--- src/hdl/tachometer_rpm_display_assert.svh ---
// ----------------------------------------------------------------------------
// Tachometer assertion macros
// Concurrent check macros for the tachometer; empty when NO_ASSERTIONS is set.
// ----------------------------------------------------------------------------
`ifndef TACHOMETER_RPM_DISPLAY_ASSERT_SVH
`define TACHOMETER_RPM_DISPLAY_ASSERT_SVH

`ifndef NO_ASSERTIONS
// Same-cycle implication, clocked on clk, off during reset.
`define TACH_ASSERT_IMPL(lbl, ante, cons, msg) \
    lbl: assert property (@(posedge clk) disable iff (!rst_n) (ante) |-> (cons)) \
        else $error(msg);
// Next-cycle implication, clocked on clk, off during reset.
`define TACH_ASSERT_NEXT(lbl, ante, cons, msg) \
    lbl: assert property (@(posedge clk) disable iff (!rst_n) (ante) |=> (cons)) \
        else $error(msg);
`else
`define TACH_ASSERT_IMPL(lbl, ante, cons, msg)
`define TACH_ASSERT_NEXT(lbl, ante, cons, msg)
`endif

`endif

--- src/hdl/tach_pkg.sv ---
// ----------------------------------------------------------------------------
// Tachometer package
// Widths, reset values, register codes and controller types.
// ----------------------------------------------------------------------------
`timescale 1ns / 1ps
`default_nettype none

package tach_pkg;

    localparam int TIME_BITS_DEF   = 32;
    localparam int SAMPLE_BITS_DEF = 12;

    localparam int TS_W       = 32;
    localparam int THR_W      = 12;
    localparam int EPM_W      = 8;
    localparam int CLK_HZ_W   = 27;
    localparam int PERIOD_W   = 16;
    localparam int DUTY_W     = 13;
    localparam int RPM_W      = 14;
    localparam int DIGIT_W    = 4;
    localparam int PULSE_W    = 16;
    localparam int CFG_IDX_W  = 3;
    localparam int CFG_DATA_W = 27;

    // 60 * clock_hz needs six more bits than clock_hz
    localparam int NUM_W      = CLK_HZ_W + 6;
    localparam int BCD_DIGITS = 4;
    localparam int BCD_W      = BCD_DIGITS * DIGIT_W;
    localparam int CNT_W      = $clog2(NUM_W);
    localparam int SETTLE_CYCLES = 2;

    // floor(x / 10000) = (x * PWM_RECIP) >> PWM_SHIFT, exact for x < 2^29
    localparam int RECIP_W   = 30;
    localparam int PWM_SHIFT = 43;
    localparam int MULT_W    = DUTY_W + PERIOD_W;
    localparam int PROD_W    = MULT_W + RECIP_W;
    localparam logic [RECIP_W-1:0] PWM_RECIP = 30'd879609303;

    localparam logic [THR_W-1:0]    HIGH_THR_RST = 12'd2000;
    localparam logic [THR_W-1:0]    LOW_THR_RST  = 12'd800;
    localparam logic [EPM_W-1:0]    EPM_RST      = 8'd5;
    localparam logic [CLK_HZ_W-1:0] CLK_HZ_RST   = 27'd40000000;
    localparam logic [PERIOD_W-1:0] PERIOD_RST   = 16'd31;
    localparam logic [DUTY_W-1:0]   DUTY_MIN_RST = 13'd450;
    localparam logic [DUTY_W-1:0]   DUTY_MAX_RST = 13'd7000;
    localparam logic [DUTY_W-1:0]   DUTY_RST     = 13'd500;
    localparam logic [RPM_W-1:0]    RPM_CAP      = 14'd9999;
    localparam logic [RPM_W-1:0]    RPM_FOUR_DIGIT = 14'd1000;

    typedef enum logic [CFG_IDX_W-1:0] {
        REG_HIGH_THR   = 3'd0,
        REG_LOW_THR    = 3'd1,
        REG_EDGES      = 3'd2,
        REG_CLOCK_HZ   = 3'd3,
        REG_PWM_PERIOD = 3'd4,
        REG_DUTY_MIN   = 3'd5,
        REG_DUTY_MAX   = 3'd6
    } cfg_reg_t;

    typedef enum logic [2:0] {
        ST_IDLE,
        ST_EVAL,
        ST_DIV,
        ST_ROUND,
        ST_BCD,
        ST_SETTLE,
        ST_EMIT
    } state_t;

    typedef struct packed {
        logic capture;
        logic eval;
        logic div_step;
        logic round;
        logic bcd_step;
        logic emit;
    } cmd_t;

    typedef struct packed {
        logic meas_due;
    } status_t;

endpackage

`default_nettype wire

--- src/hdl/tachometer_rpm_display.sv ---
// ----------------------------------------------------------------------------
// Tachometer with rpm display
// Period-measuring tachometer: hysteresis edge detect, rpm by iterative
// division, three-digit BCD readout and button-stepped PWM pulse width.
//
//   channel  direction  handshake          payload
//   in       sink       in_valid/in_stall   sample, timestamp, button_down,
//                                           button_up
//   out      source     out_valid/out_stall rpm, digit_left, digit_middle,
//                                           digit_right, pulse_width, measured
//   cfg      sink       cfg_we              cfg_index, cfg_data
//
// An item with no completed measurement goes, from one acceptance to the
// next, through capture, evaluate, the wait through the pulse-width
// multiplier pair and result load.
// An item that completes a measurement goes through capture, evaluate,
// the 33-step restoring divider, rounding, the 14-step BCD converter and
// result load.
// Reset clears the tracking state (duty to its default) and loads register defaults; no sweep.
// A stalled result waits in the output register; the block takes the next
// item meanwhile and holds its own result until the register frees.
// ----------------------------------------------------------------------------
`timescale 1ns / 1ps
`default_nettype none

`include "tachometer_rpm_display_assert.svh"

module tachometer_rpm_display
#(
    parameter int TIME_BITS   = tach_pkg::TIME_BITS_DEF,
    parameter int SAMPLE_BITS = tach_pkg::SAMPLE_BITS_DEF
)
(
    input  wire logic                            clk,
    input  wire logic                            rst_n,

    // configuration write port
    input  wire logic                            cfg_we,
    input  wire logic [tach_pkg::CFG_IDX_W-1:0]  cfg_index,
    input  wire logic [tach_pkg::CFG_DATA_W-1:0] cfg_data,

    // input items
    input  wire logic                            in_valid,
    output logic                                 in_stall,
    input  wire logic [SAMPLE_BITS-1:0]          sample,
    input  wire logic [tach_pkg::TS_W-1:0]       timestamp,
    input  wire logic                            button_down,
    input  wire logic                            button_up,

    // result items
    output logic                                 out_valid,
    input  wire logic                            out_stall,
    output logic [tach_pkg::RPM_W-1:0]           rpm,
    output logic [tach_pkg::DIGIT_W-1:0]         digit_left,
    output logic [tach_pkg::DIGIT_W-1:0]         digit_middle,
    output logic [tach_pkg::DIGIT_W-1:0]         digit_right,
    output logic [tach_pkg::PULSE_W-1:0]         pulse_width,
    output logic                                 measured
);

    tach_pkg::cmd_t    cmd;
    tach_pkg::status_t status;
    logic              out_in_range;

    // controller: sequences each item through the datapath
    tach_ctrl u_ctrl
    (
        .clk       (clk),
        .rst_n     (rst_n),
        .in_valid  (in_valid),
        .in_stall  (in_stall),
        .out_valid (out_valid),
        .out_stall (out_stall),
        .status    (status),
        .cmd       (cmd)
    );

    // datapath: registers, divider, BCD converter, PWM scaling, result register
    tach_dp
    #(
        .TIME_BITS   (TIME_BITS),
        .SAMPLE_BITS (SAMPLE_BITS)
    )
    u_dp
    (
        .clk          (clk),
        .rst_n        (rst_n),
        .cfg_we       (cfg_we),
        .cfg_index    (cfg_index),
        .cfg_data     (cfg_data),
        .sample       (sample),
        .timestamp    (timestamp),
        .button_down  (button_down),
        .button_up    (button_up),
        .cmd          (cmd),
        .status       (status),
        .rpm          (rpm),
        .digit_left   (digit_left),
        .digit_middle (digit_middle),
        .digit_right  (digit_right),
        .pulse_width  (pulse_width),
        .measured     (measured)
    );

    // saturation and digit range of the presented item
    assign out_in_range = (rpm <= tach_pkg::RPM_CAP) && (digit_left <= 4'd9)
                          && (digit_middle <= 4'd9) && (digit_right <= 4'd9);

    // an accepted item makes the block busy in the next cycle
    `TACH_ASSERT_NEXT(a_accept_busy, in_valid && !in_stall, in_stall, "accept left block idle")
    // at most one datapath command at a time
    `TACH_ASSERT_IMPL(a_cmd_onehot, 1'b1, $onehot0(cmd), "datapath commands overlap")
    // load a result only into a free output register
    `TACH_ASSERT_IMPL(a_emit_free, cmd.emit, !out_valid || !out_stall, "emit into full register")
    // a loaded result shows up as valid
    `TACH_ASSERT_NEXT(a_emit_valid, cmd.emit, out_valid, "loaded result not presented")
    // saturation and digit range hold on every presented item
    `TACH_ASSERT_IMPL(a_out_range, out_valid, out_in_range, "result out of range")

endmodule

`default_nettype wire

--- src/hdl/tach_ctrl.sv ---
// ----------------------------------------------------------------------------
// Tachometer controller
// Sequences capture, evaluation, division, digit split and result load.
// ----------------------------------------------------------------------------
`timescale 1ns / 1ps
`default_nettype none

module tach_ctrl
(
    input  wire logic              clk,
    input  wire logic              rst_n,
    input  wire logic              in_valid,
    output logic                   in_stall,
    output logic                   out_valid,
    input  wire logic              out_stall,
    input  wire tach_pkg::status_t status,
    output tach_pkg::cmd_t         cmd
);

    tach_pkg::state_t               state_reg, state_next;
    logic [tach_pkg::CNT_W-1:0]     cnt_reg, cnt_next;
    logic                           out_valid_reg, out_valid_next;

    always_ff @(posedge clk or negedge rst_n)
    begin
        if (!rst_n)
        begin
            state_reg     <= tach_pkg::ST_IDLE;
            cnt_reg       <= '0;
            out_valid_reg <= 1'b0;
        end
        else
        begin
            state_reg     <= state_next;
            cnt_reg       <= cnt_next;
            out_valid_reg <= out_valid_next;
        end
    end

    always_comb
    begin
        state_next = state_reg;
        cnt_next   = cnt_reg;
        cmd        = '0;
        case (state_reg)
            tach_pkg::ST_IDLE:
            begin
                if (in_valid)
                begin
                    cmd.capture = 1'b1;
                    state_next  = tach_pkg::ST_EVAL;
                end
            end
            tach_pkg::ST_EVAL:
            begin
                cmd.eval = 1'b1;
                cnt_next = '0;
                state_next = status.meas_due ? tach_pkg::ST_DIV : tach_pkg::ST_SETTLE;
            end
            tach_pkg::ST_DIV:
            begin
                cmd.div_step = 1'b1;
                if (cnt_reg == tach_pkg::CNT_W'(tach_pkg::NUM_W - 1))
                begin
                    cnt_next   = '0;
                    state_next = tach_pkg::ST_ROUND;
                end
                else
                begin
                    cnt_next = cnt_reg + 1'b1;
                end
            end
            tach_pkg::ST_ROUND:
            begin
                cmd.round  = 1'b1;
                cnt_next   = '0;
                state_next = tach_pkg::ST_BCD;
            end
            tach_pkg::ST_BCD:
            begin
                cmd.bcd_step = 1'b1;
                if (cnt_reg == tach_pkg::CNT_W'(tach_pkg::RPM_W - 1))
                begin
                    cnt_next   = '0;
                    state_next = tach_pkg::ST_EMIT;
                end
                else
                begin
                    cnt_next = cnt_reg + 1'b1;
                end
            end
            tach_pkg::ST_SETTLE:
            begin
                // wait for the pulse-width multiplier pair
                if (cnt_reg == tach_pkg::CNT_W'(tach_pkg::SETTLE_CYCLES - 1))
                begin
                    cnt_next   = '0;
                    state_next = tach_pkg::ST_EMIT;
                end
                else
                begin
                    cnt_next = cnt_reg + 1'b1;
                end
            end
            tach_pkg::ST_EMIT:
            begin
                if (!out_valid_reg || !out_stall)
                begin
                    cmd.emit   = 1'b1;
                    state_next = tach_pkg::ST_IDLE;
                end
            end
            default:
            begin
                state_next = tach_pkg::ST_IDLE;
            end
        endcase
    end

    always_comb
    begin
        if (cmd.emit)
            out_valid_next = 1'b1;
        else if (!out_stall)
            out_valid_next = 1'b0;
        else
            out_valid_next = out_valid_reg;
    end

    assign in_stall  = (state_reg != tach_pkg::ST_IDLE);
    assign out_valid = out_valid_reg;

endmodule

`default_nettype wire

--- src/hdl/tach_dp.sv ---
// ----------------------------------------------------------------------------
// Tachometer datapath
// Config registers, level tracking, restoring divider, BCD split, PWM scaling.
// ----------------------------------------------------------------------------
`timescale 1ns / 1ps
`default_nettype none

module tach_dp
#(
    parameter int TIME_BITS   = tach_pkg::TIME_BITS_DEF,
    parameter int SAMPLE_BITS = tach_pkg::SAMPLE_BITS_DEF
)
(
    input  wire logic                            clk,
    input  wire logic                            rst_n,
    input  wire logic                            cfg_we,
    input  wire logic [tach_pkg::CFG_IDX_W-1:0]  cfg_index,
    input  wire logic [tach_pkg::CFG_DATA_W-1:0] cfg_data,
    input  wire logic [SAMPLE_BITS-1:0]          sample,
    input  wire logic [tach_pkg::TS_W-1:0]       timestamp,
    input  wire logic                            button_down,
    input  wire logic                            button_up,
    input  wire tach_pkg::cmd_t                  cmd,
    output tach_pkg::status_t                    status,
    output logic [tach_pkg::RPM_W-1:0]           rpm,
    output logic [tach_pkg::DIGIT_W-1:0]         digit_left,
    output logic [tach_pkg::DIGIT_W-1:0]         digit_middle,
    output logic [tach_pkg::DIGIT_W-1:0]         digit_right,
    output logic [tach_pkg::PULSE_W-1:0]         pulse_width,
    output logic                                 measured
);

    localparam int CMP_W = (SAMPLE_BITS > tach_pkg::THR_W) ? SAMPLE_BITS : tach_pkg::THR_W;
    localparam int NUM_W = tach_pkg::NUM_W;
    localparam int RPM_W = tach_pkg::RPM_W;
    localparam int DUTY_W = tach_pkg::DUTY_W;
    localparam int DIGIT_W = tach_pkg::DIGIT_W;

    // configuration
    logic [tach_pkg::THR_W-1:0]    high_thr_reg, low_thr_reg;
    logic [tach_pkg::EPM_W-1:0]    edges_reg;
    logic [tach_pkg::CLK_HZ_W-1:0] clock_hz_reg;
    logic [tach_pkg::PERIOD_W-1:0] period_reg;
    logic [DUTY_W-1:0]             duty_min_reg, duty_max_reg;

    // captured item
    logic [SAMPLE_BITS-1:0]        sample_reg;
    logic [TIME_BITS-1:0]          now_reg;
    logic                          down_reg, up_reg;

    // tracking state
    logic                          level_reg;
    logic [tach_pkg::EPM_W-1:0]    count_reg;
    logic [TIME_BITS-1:0]          start_reg;
    logic [RPM_W-1:0]              rpm_value_reg;
    logic [DUTY_W-1:0]             duty_reg;
    logic [tach_pkg::BCD_W-1:0]    bcd_reg;
    logic                          meas_reg;

    // divider and converter
    logic [NUM_W-1:0]              quo_reg;
    logic [TIME_BITS-1:0]          rem_reg;
    logic [TIME_BITS-1:0]          divisor_reg;
    logic                          zero_reg;
    logic [RPM_W-1:0]              bin_reg;

    // pulse-width scaling
    logic [tach_pkg::MULT_W-1:0]   mult_reg;
    logic [tach_pkg::PROD_W-1:0]   prod_reg;

    // result register
    logic [RPM_W-1:0]              rpm_out_reg;
    logic [DIGIT_W-1:0]            left_reg, middle_reg, right_reg;
    logic [tach_pkg::PULSE_W-1:0]  pulse_reg;
    logic                          measured_reg;

    logic [tach_pkg::TS_W+TIME_BITS-1:0] ts_ext;
    logic [CMP_W-1:0]              smp_ext;
    logic                          cls;
    logic                          change;
    logic [tach_pkg::EPM_W-1:0]    count_inc;
    logic                          meas_due;
    logic [TIME_BITS-1:0]          start_eff;
    logic [TIME_BITS-1:0]          elapsed;
    logic [NUM_W-1:0]              num;
    logic [DUTY_W-1:0]             duty_dn;
    logic [DUTY_W:0]               duty_inc;
    logic [DUTY_W-1:0]             duty_next;
    logic [TIME_BITS:0]            trial;
    logic [TIME_BITS:0]            trial_diff;
    logic                          trial_ge;
    logic                          round_up;
    logic [RPM_W-1:0]              rpm_round;
    logic [tach_pkg::BCD_W-1:0]    bcd_adj;

    assign ts_ext = {{TIME_BITS{1'b0}}, timestamp};

    always_ff @(posedge clk or negedge rst_n)
    begin
        if (!rst_n)
        begin
            high_thr_reg <= tach_pkg::HIGH_THR_RST;
            low_thr_reg  <= tach_pkg::LOW_THR_RST;
            edges_reg    <= tach_pkg::EPM_RST;
            clock_hz_reg <= tach_pkg::CLK_HZ_RST;
            period_reg   <= tach_pkg::PERIOD_RST;
            duty_min_reg <= tach_pkg::DUTY_MIN_RST;
            duty_max_reg <= tach_pkg::DUTY_MAX_RST;
        end
        else if (cfg_we)
        begin
            case (tach_pkg::cfg_reg_t'(cfg_index))
                tach_pkg::REG_HIGH_THR:   high_thr_reg <= cfg_data[tach_pkg::THR_W-1:0];
                tach_pkg::REG_LOW_THR:    low_thr_reg  <= cfg_data[tach_pkg::THR_W-1:0];
                tach_pkg::REG_EDGES:      edges_reg    <= cfg_data[tach_pkg::EPM_W-1:0];
                tach_pkg::REG_CLOCK_HZ:   clock_hz_reg <= cfg_data[tach_pkg::CLK_HZ_W-1:0];
                tach_pkg::REG_PWM_PERIOD: period_reg   <= cfg_data[tach_pkg::PERIOD_W-1:0];
                tach_pkg::REG_DUTY_MIN:   duty_min_reg <= cfg_data[DUTY_W-1:0];
                tach_pkg::REG_DUTY_MAX:   duty_max_reg <= cfg_data[DUTY_W-1:0];
                default:                  ;
            endcase
        end
    end

    always_ff @(posedge clk)
    begin
        if (cmd.capture)
        begin
            sample_reg <= sample;
            now_reg    <= ts_ext[TIME_BITS-1:0];
            down_reg   <= button_down;
            up_reg     <= button_up;
        end
    end

    // classify with hysteresis; the high test wins
    always_comb
    begin
        smp_ext = CMP_W'(sample_reg);
        if (smp_ext > CMP_W'(high_thr_reg))
            cls = 1'b0;
        else if (smp_ext < CMP_W'(low_thr_reg))
            cls = 1'b1;
        else
            cls = level_reg;
    end

    assign change    = (cls != level_reg);
    assign count_inc = count_reg + 1'b1;
    assign meas_due  = change && (count_inc >= edges_reg);
    assign start_eff = (count_reg == '0) ? now_reg : start_reg;
    assign elapsed   = now_reg - start_eff;
    assign num       = (NUM_W'(clock_hz_reg) << 6) - (NUM_W'(clock_hz_reg) << 2);

    assign status.meas_due = meas_due;

    // down step first, then up step
    always_comb
    begin
        duty_dn = duty_reg;
        if (down_reg)
        begin
            if (duty_reg == '0 || (duty_reg - 1'b1) < duty_min_reg)
                duty_dn = duty_min_reg;
            else
                duty_dn = duty_reg - 1'b1;
        end
        duty_inc  = {1'b0, duty_dn} + 1'b1;
        duty_next = duty_dn;
        if (up_reg)
        begin
            if (duty_inc > {1'b0, duty_max_reg})
                duty_next = duty_max_reg;
            else
                duty_next = duty_inc[DUTY_W-1:0];
        end
    end

    // restoring division step
    assign trial      = {rem_reg, quo_reg[NUM_W-1]};
    assign trial_diff = trial - {1'b0, divisor_reg};
    assign trial_ge   = (trial >= {1'b0, divisor_reg});

    // round half up, saturate; zero elapsed saturates
    assign round_up = ({rem_reg, 1'b0} >= {1'b0, divisor_reg});
    always_comb
    begin
        if (zero_reg || quo_reg >= NUM_W'(tach_pkg::RPM_CAP))
            rpm_round = tach_pkg::RPM_CAP;
        else
            rpm_round = quo_reg[RPM_W-1:0] + RPM_W'(round_up);
    end

    // double-dabble adjust
    always_comb
    begin
        for (int i = 0; i < tach_pkg::BCD_DIGITS; i++)
        begin
            if (bcd_reg[i*DIGIT_W +: DIGIT_W] >= DIGIT_W'(5))
                bcd_adj[i*DIGIT_W +: DIGIT_W] = bcd_reg[i*DIGIT_W +: DIGIT_W] + DIGIT_W'(3);
            else
                bcd_adj[i*DIGIT_W +: DIGIT_W] = bcd_reg[i*DIGIT_W +: DIGIT_W];
        end
    end

    always_ff @(posedge clk or negedge rst_n)
    begin
        if (!rst_n)
        begin
            level_reg     <= 1'b0;
            count_reg     <= '0;
            start_reg     <= '0;
            rpm_value_reg <= '0;
            duty_reg      <= tach_pkg::DUTY_RST;
            bcd_reg       <= '0;
            meas_reg      <= 1'b0;
        end
        else if (cmd.eval)
        begin
            level_reg <= cls;
            meas_reg  <= meas_due;
            duty_reg  <= duty_next;
            if (change)
            begin
                if (count_reg == '0)
                    start_reg <= now_reg;
                count_reg <= meas_due ? '0 : count_inc;
            end
            else if (duty_reg == duty_max_reg)
            begin
                rpm_value_reg <= '0;
                bcd_reg       <= '0;
            end
        end
        else if (cmd.round)
        begin
            rpm_value_reg <= rpm_round;
            bcd_reg       <= '0;
        end
        else if (cmd.bcd_step)
        begin
            bcd_reg <= {bcd_adj[tach_pkg::BCD_W-2:0], bin_reg[RPM_W-1]};
        end
    end

    always_ff @(posedge clk)
    begin
        if (cmd.eval)
        begin
            quo_reg     <= num;
            rem_reg     <= '0;
            divisor_reg <= elapsed;
            zero_reg    <= (elapsed == '0);
        end
        else if (cmd.div_step)
        begin
            rem_reg <= trial_ge ? trial_diff[TIME_BITS-1:0] : trial[TIME_BITS-1:0];
            quo_reg <= {quo_reg[NUM_W-2:0], trial_ge};
        end
        if (cmd.round)
            bin_reg <= rpm_round;
        else if (cmd.bcd_step)
            bin_reg <= {bin_reg[RPM_W-2:0], 1'b0};
    end

    // two registered multiplies: duty*period, then times the reciprocal of 10000
    always_ff @(posedge clk)
    begin
        mult_reg <= tach_pkg::MULT_W'(duty_reg) * tach_pkg::MULT_W'(period_reg);
        prod_reg <= tach_pkg::PROD_W'(mult_reg) * tach_pkg::PROD_W'(tach_pkg::PWM_RECIP);
    end

    always_ff @(posedge clk)
    begin
        if (cmd.emit)
        begin
            rpm_out_reg  <= rpm_value_reg;
            measured_reg <= meas_reg;
            pulse_reg    <= prod_reg[tach_pkg::PWM_SHIFT +: tach_pkg::PULSE_W];
            if (rpm_value_reg >= tach_pkg::RPM_FOUR_DIGIT)
            begin
                left_reg   <= bcd_reg[3*DIGIT_W +: DIGIT_W];
                middle_reg <= bcd_reg[2*DIGIT_W +: DIGIT_W];
                right_reg  <= bcd_reg[DIGIT_W +: DIGIT_W];
            end
            else
            begin
                left_reg   <= bcd_reg[2*DIGIT_W +: DIGIT_W];
                middle_reg <= bcd_reg[DIGIT_W +: DIGIT_W];
                right_reg  <= bcd_reg[0 +: DIGIT_W];
            end
        end
    end

    assign rpm          = rpm_out_reg;
    assign digit_left   = left_reg;
    assign digit_middle = middle_reg;
    assign digit_right  = right_reg;
    assign pulse_width  = pulse_reg;
    assign measured     = measured_reg;

endmodule

`default_nettype wire

--- config.mk ---
export PLATFORM = sky130hd
export DESIGN_NAME = tachometer_rpm_display
export DESIGN_NICKNAME = d
export VERILOG_FILES = /design/src/hdl/tach_pkg.sv /design/src/hdl/tachometer_rpm_display.sv /design/src/hdl/tach_ctrl.sv /design/src/hdl/tach_dp.sv
export VERILOG_INCLUDE_DIRS = /design/src /design/src/hdl
export SDC_FILE = /design/constraint.sdc
export NUM_CORES = 2
export LEC_CHECK = 0
export ABC_AREA = 1
export BUFFER_PORTS_ARGS = -buffer_cell sky130_fd_sc_hd__buf_2
export CAP_MARGIN = 20
export CORE_ASPECT_RATIO = 0.5
export CORE_MARGIN = 1.5
export CORE_UTILIZATION = 60
export CTS_CLUSTER_DIAMETER = 100
export CTS_CLUSTER_SIZE = 24
export DETAILED_ROUTE_END_ITERATION = 8
export PLACE_DENSITY = 0.77
export SLEW_MARGIN = 15
export SYNTH_ARGS = -nofsm -noshare
export SYNTH_HDL_FRONTEND = slang
export SYNTH_SLANG_ARGS = --single-unit
--- constraint.sdc ---
create_clock -name clk -period 13.95 [get_ports clk]
set_clock_uncertainty 0.15 [all_clocks]
set_input_delay 0.6975 -clock clk [delete_from_list [all_inputs] [get_ports clk]]
set_output_delay 0.6975 -clock clk [all_outputs]
set_load 0.005 [all_outputs]
# After elaboration in Yosys (flattened, before gate mapping)
# Cells that the tools add are included.
[op_classes]
n_mux = 51
bitwise_logic = 0
multipliers = 2
add_sub_neg = 12
n_eq_ne = 25
n_reduce_logical = 29
shift = 0
n_lt_le_gt_ge = 13
div_mod_pow = 0
[ops]
columns = ["cell", "count"]
rows = [
  ["$mux W14", 7],
  ["$mux W16", 5],
  ["$ge A33 B32 Y1", 2],
  ["$mux W33", 2],
  ["$mux W32", 2],
  ["$sub A32 B32 Y32", 2],
  ["$mul A29 B30 Y59 const B", 1],
  ["$mux W13", 4],
  ["$ge A33 B14 Y1 const B", 1],
  ["$sub A33 B29 Y33", 1],
  ["$logic_not A32 Y1", 1],
  ["$mul A13 B16 Y29", 1],
  ["$mux W4", 6],
  ["$pmux W6 S4", 1],
  ["$mux W3", 7],
  ["$pmux W3 S7", 1],
  ["$eq A3 B3 Y1 const B", 6],
  ["$mux W6", 3],
  ["$ge A4 B3 Y1 const B", 4],
  ["$reduce_and A2 Y1", 8],
  ["$add A13 B1 Y14 const B", 1],
  ["$add A14 B1 Y14", 1],
  ["$ge A14 B10 Y1 const B", 1],
  ["$gt A14 B13 Y1", 1],
  ["32 further kinds", 63],
]
[word_totals]
mem_bits_rw = 0
memories = 0
ff_bits = 485
input_bits = 81
mem_bits_ro = 0
latchBits = 0
out_inout_bits = 45

# Longest topological paths before layout
[logic_depth]
depth_word = 9
depth_mapped = 42
mapped_depth_nobuf = 41

# Hierarchy
# From an unflattened synthesis, not the netlist that was laid out.
[unflattened]
hier_cells = 5663
area_unflattened_um2 = 47986.0
[by_module_without_submodules]
columns = ["module", "seq_area_each_um2", "cells_per_inst", "area_per_inst_um2", "n_inst"]
rows = [
  ["tach_dp", 11322.1, 5525, 47176.5, 1],
  ["tach_ctrl", 250.2, 138, 809.5, 1],
]

# Least setup slack after synthesis
# No wires, ideal clock.
[synth_timing]
path_type = "register to register"
startpoint = "reg u_dp.mult_reg[5] (netlist name)"
endpoint = "reg u_dp.prod_reg[51] (netlist name)"
period_less_slack_ns = 6.340
setup_time_ns = 0.117
path_slack_ns = 7.610
path_buffers = 0
stages_incl_launch_ff = 26
arrival_time_ns = 6.073
t_required_ns = 13.683
path_cell_list = "dfxtp_1 > inv_1 > fa_1 > fa_1 > fa_1 > fa_1 > fa_1 > fa_1 > inv_1 > fa_1 > inv_1 > fa_1 > inv_1 > ha_1 > nand2_1 > nor2_1 > nand2_1 > or3_1 > o211ai_1 > a41oi_1 > o21bai_1 > nand2_1 > inv_1 > nor2_1 > nand2_1 > nand2_1"
[synth_via]
elab_chain_len = 1
[synth_rtl]
columns = ["item", "line_no", "rtl"]
rows = [
  ["from (decl)", "tach_dp.sv:68", "logic [tach_pkg::MULT_W-1:0] mult_reg;"],
  ["from (signal assigned)", "tach_dp.sv:269", "mult_reg <= tach_pkg::MULT_W'(duty_reg) * tach_pkg::MULT_W'(period_reg);"],
  ["$mul A29 B30 Y59", "tach_dp.sv:270", "prod_reg <= tach_pkg::PROD_W'(mult_reg) * tach_pkg::PROD_W'(tach_pkg::PWM_RECIP);"],
  ["to (signal assigned)", "tach_dp.sv:270", ""],
  ["to (decl)", "tach_dp.sv:69", "logic [tach_pkg::PROD_W-1:0] prod_reg;"],
]
# Every way passes these cells.
# A chain may end at the register's enable or synchronous reset.

# Worst setup path in the final report
[layout_timing]
startpoint = "reg u_dp.mult_reg[5] (netlist name)"
endpoint = "reg u_dp.prod_reg[47] (netlist name)"
# Same word-level chain as after synthesis.

==> key figures <==
Status
  – Status: complete, no violations

Clock network
  – Clk_lat worst skew: 660 ps
  – Num CTS Buffers: 24
  – CTS tree: yes
  – H-Tree Depth: 1
  – Clock Root Buffer: clkbuf_16
  – Clk buf depth: 3
  – Post-CTS sizing: 0
  – Clock transition at the registers of the reported paths: 110 ps
  – Clock sink count: 442

Layout
  – Max FFs per register: 33
  – Area Growth Syn to Fin: 5.13%
  – Design Area, Final: 49400 sq um
  – Share of cells above drive strength 1: 0.0470
  – Nets: 6664

Floorplanning
  – Num rows: 72
  – Core Area: 77400 sq um
  – Die Ht: 201 microns
  – Ports: 126
  – Die W: 399 microns
  – Die ar.: 80100 sq um
  – Starting density of the core: 0.607

Yosys
  – Post-Synthesis Cell Area: 47000 sq um
  – YS warnings: 0
  – Mean post-synth cell area: 8.67 sq um
  – Sequential area share after synthesis: 0.246
  – Most common library cells after synthesis: 1206 x inv_1, 989 x nand2_1, 576 x ha_1
  – Post-synth ARST share: 0.443
  – Most common cell in the netlist: inv_1
  – Synth cell types: 67
  – Top cells by area, synth: fa_1 23%, ha_1 15%, edfxtp_1 11%
  – EDFF count, synth: 169
  – Synth Register Bits: 442
  – Syn nets: 6608
  – Post-synth top area cell: fa_1
  – Mapped Cells: 5416
  – Share of the synthesized area in the top cell type: 0.228
  – Primary FF master, synth: edfxtp_1

Critical path
  – CP top delay family: adder cells
  – CP Class: flop to flop
  – Slowest cell on the critical path: fa_1
  – Worst-path cell chain: inv_1 > fa_1 > fa_1 > fa_1 > fa_1 > fa_1 > fa_1 > inv_1 > fa_1 > inv_1 > fa_1 > inv_1 > ha_1 > nand2_1 > nor2_1 > nand2_1 > or3_1 > o211ai_1 > a21o_1 > nand4_1 > a21boi_0 > nor2_1 > xnor2_1
  – Startpoint class of the critical path: flop
  – Crit path required time: 14320 ps
  – Worst EP arrival: 7280 ps
  – CP Max Fanout: 6
  – Worst Path Buf+Inv: 4
  – Crit-path max cell delay: 590 ps
  – Crit path capture type: flop
  – Most frequent CP cell: fa_1

Routing
  – Vias after detailed routing: 35700
  – 1st-pass router iterations: 6
  – Via density: 5.48
  – Drt drc: 0
  – Initial DRC count: 2488
  – Post-route ant nets: 0
  – WL final: 122 mm
  – Avg WL per Cell: 18.6 microns

Job
  – # Max-Cap Violations: 0

Timing
  – Final critical-path share of the clock period: 0.495
  – Final Max Slew Viols: 0
  – Slew @ Worst Pin: 1080 ps
  – Slew HR: 0.276
  – RSZ-0062 raised after global routing: no
  – Setup TNS: 0 ps
  – Setup slack after layout: 7040 ps
  – Min Tclk post-route: 6910 ps
  – Highest clock rate: 0.145 GHz
  – Final hold vios: 0
  – Number of setup violations in the final report: 0

Place
  – Post-placement setup slack: 7070 ps
  – HPWL Detailed: 99.8 mm
  – Area post-placement: 48600 sq um
  – Gpl congestion: 1.00
  – PortBufs: 125

GRT
  – Final global-route overflow total: 0
  – First-pass GRT wire length: 196 mm
  – Largest net degree at the start of global routing: 75
  – Initial antenna violation count: 2
  – Gr usage total: 0.310
  – Vias in the first global route: 36800

Worst hold path
  – Hold/Removal Path Class: input pin to flop
==> area by class of cell <==
class,count,area (sq um)
inverters,1210,4550
well taps,1036,1300
clock buffers,38,653
multi-input cells,3656,30400
clock inverters,6,104
fillers,6620,28000
diodes,1,2.50
repair buffers,138,767
flip-flops and latches,442,11600
==> metal layers <==
layer,GRT usage,routed length (microns),share of wire,vias to the layer above
met1,0.424,53500,0.44,17400
met5,0,0,0,-
met4,0.0906,3970,0.033,0
met3,0.0343,6600,0.054,202
li1,-,-,-,17100
met2,0.522,57400,0.47,1005
==> through the flow <==
step	instances	hold slack, ps	util
2_1_floorplan	5416	236	-
3_3_place_gp	6479	238	0.627
3_5_place_dp	6480	239	0.628
4_1_cts	6525	30.7	0.638
5_1_grt	6526	36.1	0.638
6_report	6527	51.2	0.638
==> logic make-up (layout without fill, tap and decap cells) <==
logic type      Yosys count  count (layout)  synth area share
buf+inv                1318            1392             0.107
other cells               0               1                 0
compound gates          823             823            0.0952
fa+ha+maj              1111            1111             0.382
simple gates           1541            1541             0.136
xor+xnor                150             150            0.0280
flops                   442             442             0.246
mux                      31              31           0.00663
==> final timing paths <==
kind	slack (ps)	cells after the start	startpoint	end
worst min register to register	260	0	u_dp.prod_reg[44]$_DFF_P_	u_dp.pulse_width[1]$_DFFE_PP_
worst min-delay path	50	1	timestamp[22]	u_dp.now_reg[22]$_DFFE_PP_
max in group asynchronous	11060	4	rst_n	u_dp.start_reg[4]$_DFFE_PN0P_
worst max-delay path	7040	23	u_dp.mult_reg[5]$_DFF_P_	u_dp.prod_reg[47]$_DFF_P_
worst max register to register	7040	23	u_dp.mult_reg[5]$_DFF_P_	u_dp.prod_reg[47]$_DFF_P_
min in group asynchronous	470	2	rst_n	u_dp.bcd_reg[11]$_DFFE_PN0P_
==> cells in the final DEF (no fill, tap or decap), types with 141 or more instances in the layout <==
cell      count
a21oi_1     287
dfrtp_1     155
edfxtp_1    169
fa_1        535
ha_1        576
inv_1      1206
nand2_1     987
nand3_1     141
nor2_1      266
o21ai_0     392
==> timing repair <==
item                      CTS  global route
buffers inserted            0             0
hold endpoints to repair   63             0
hold buffers                1             0
Power is left out: the tool's default activity adds up to more than one toggle a clock period on the data nets, which glitch-free logic cannot reach.
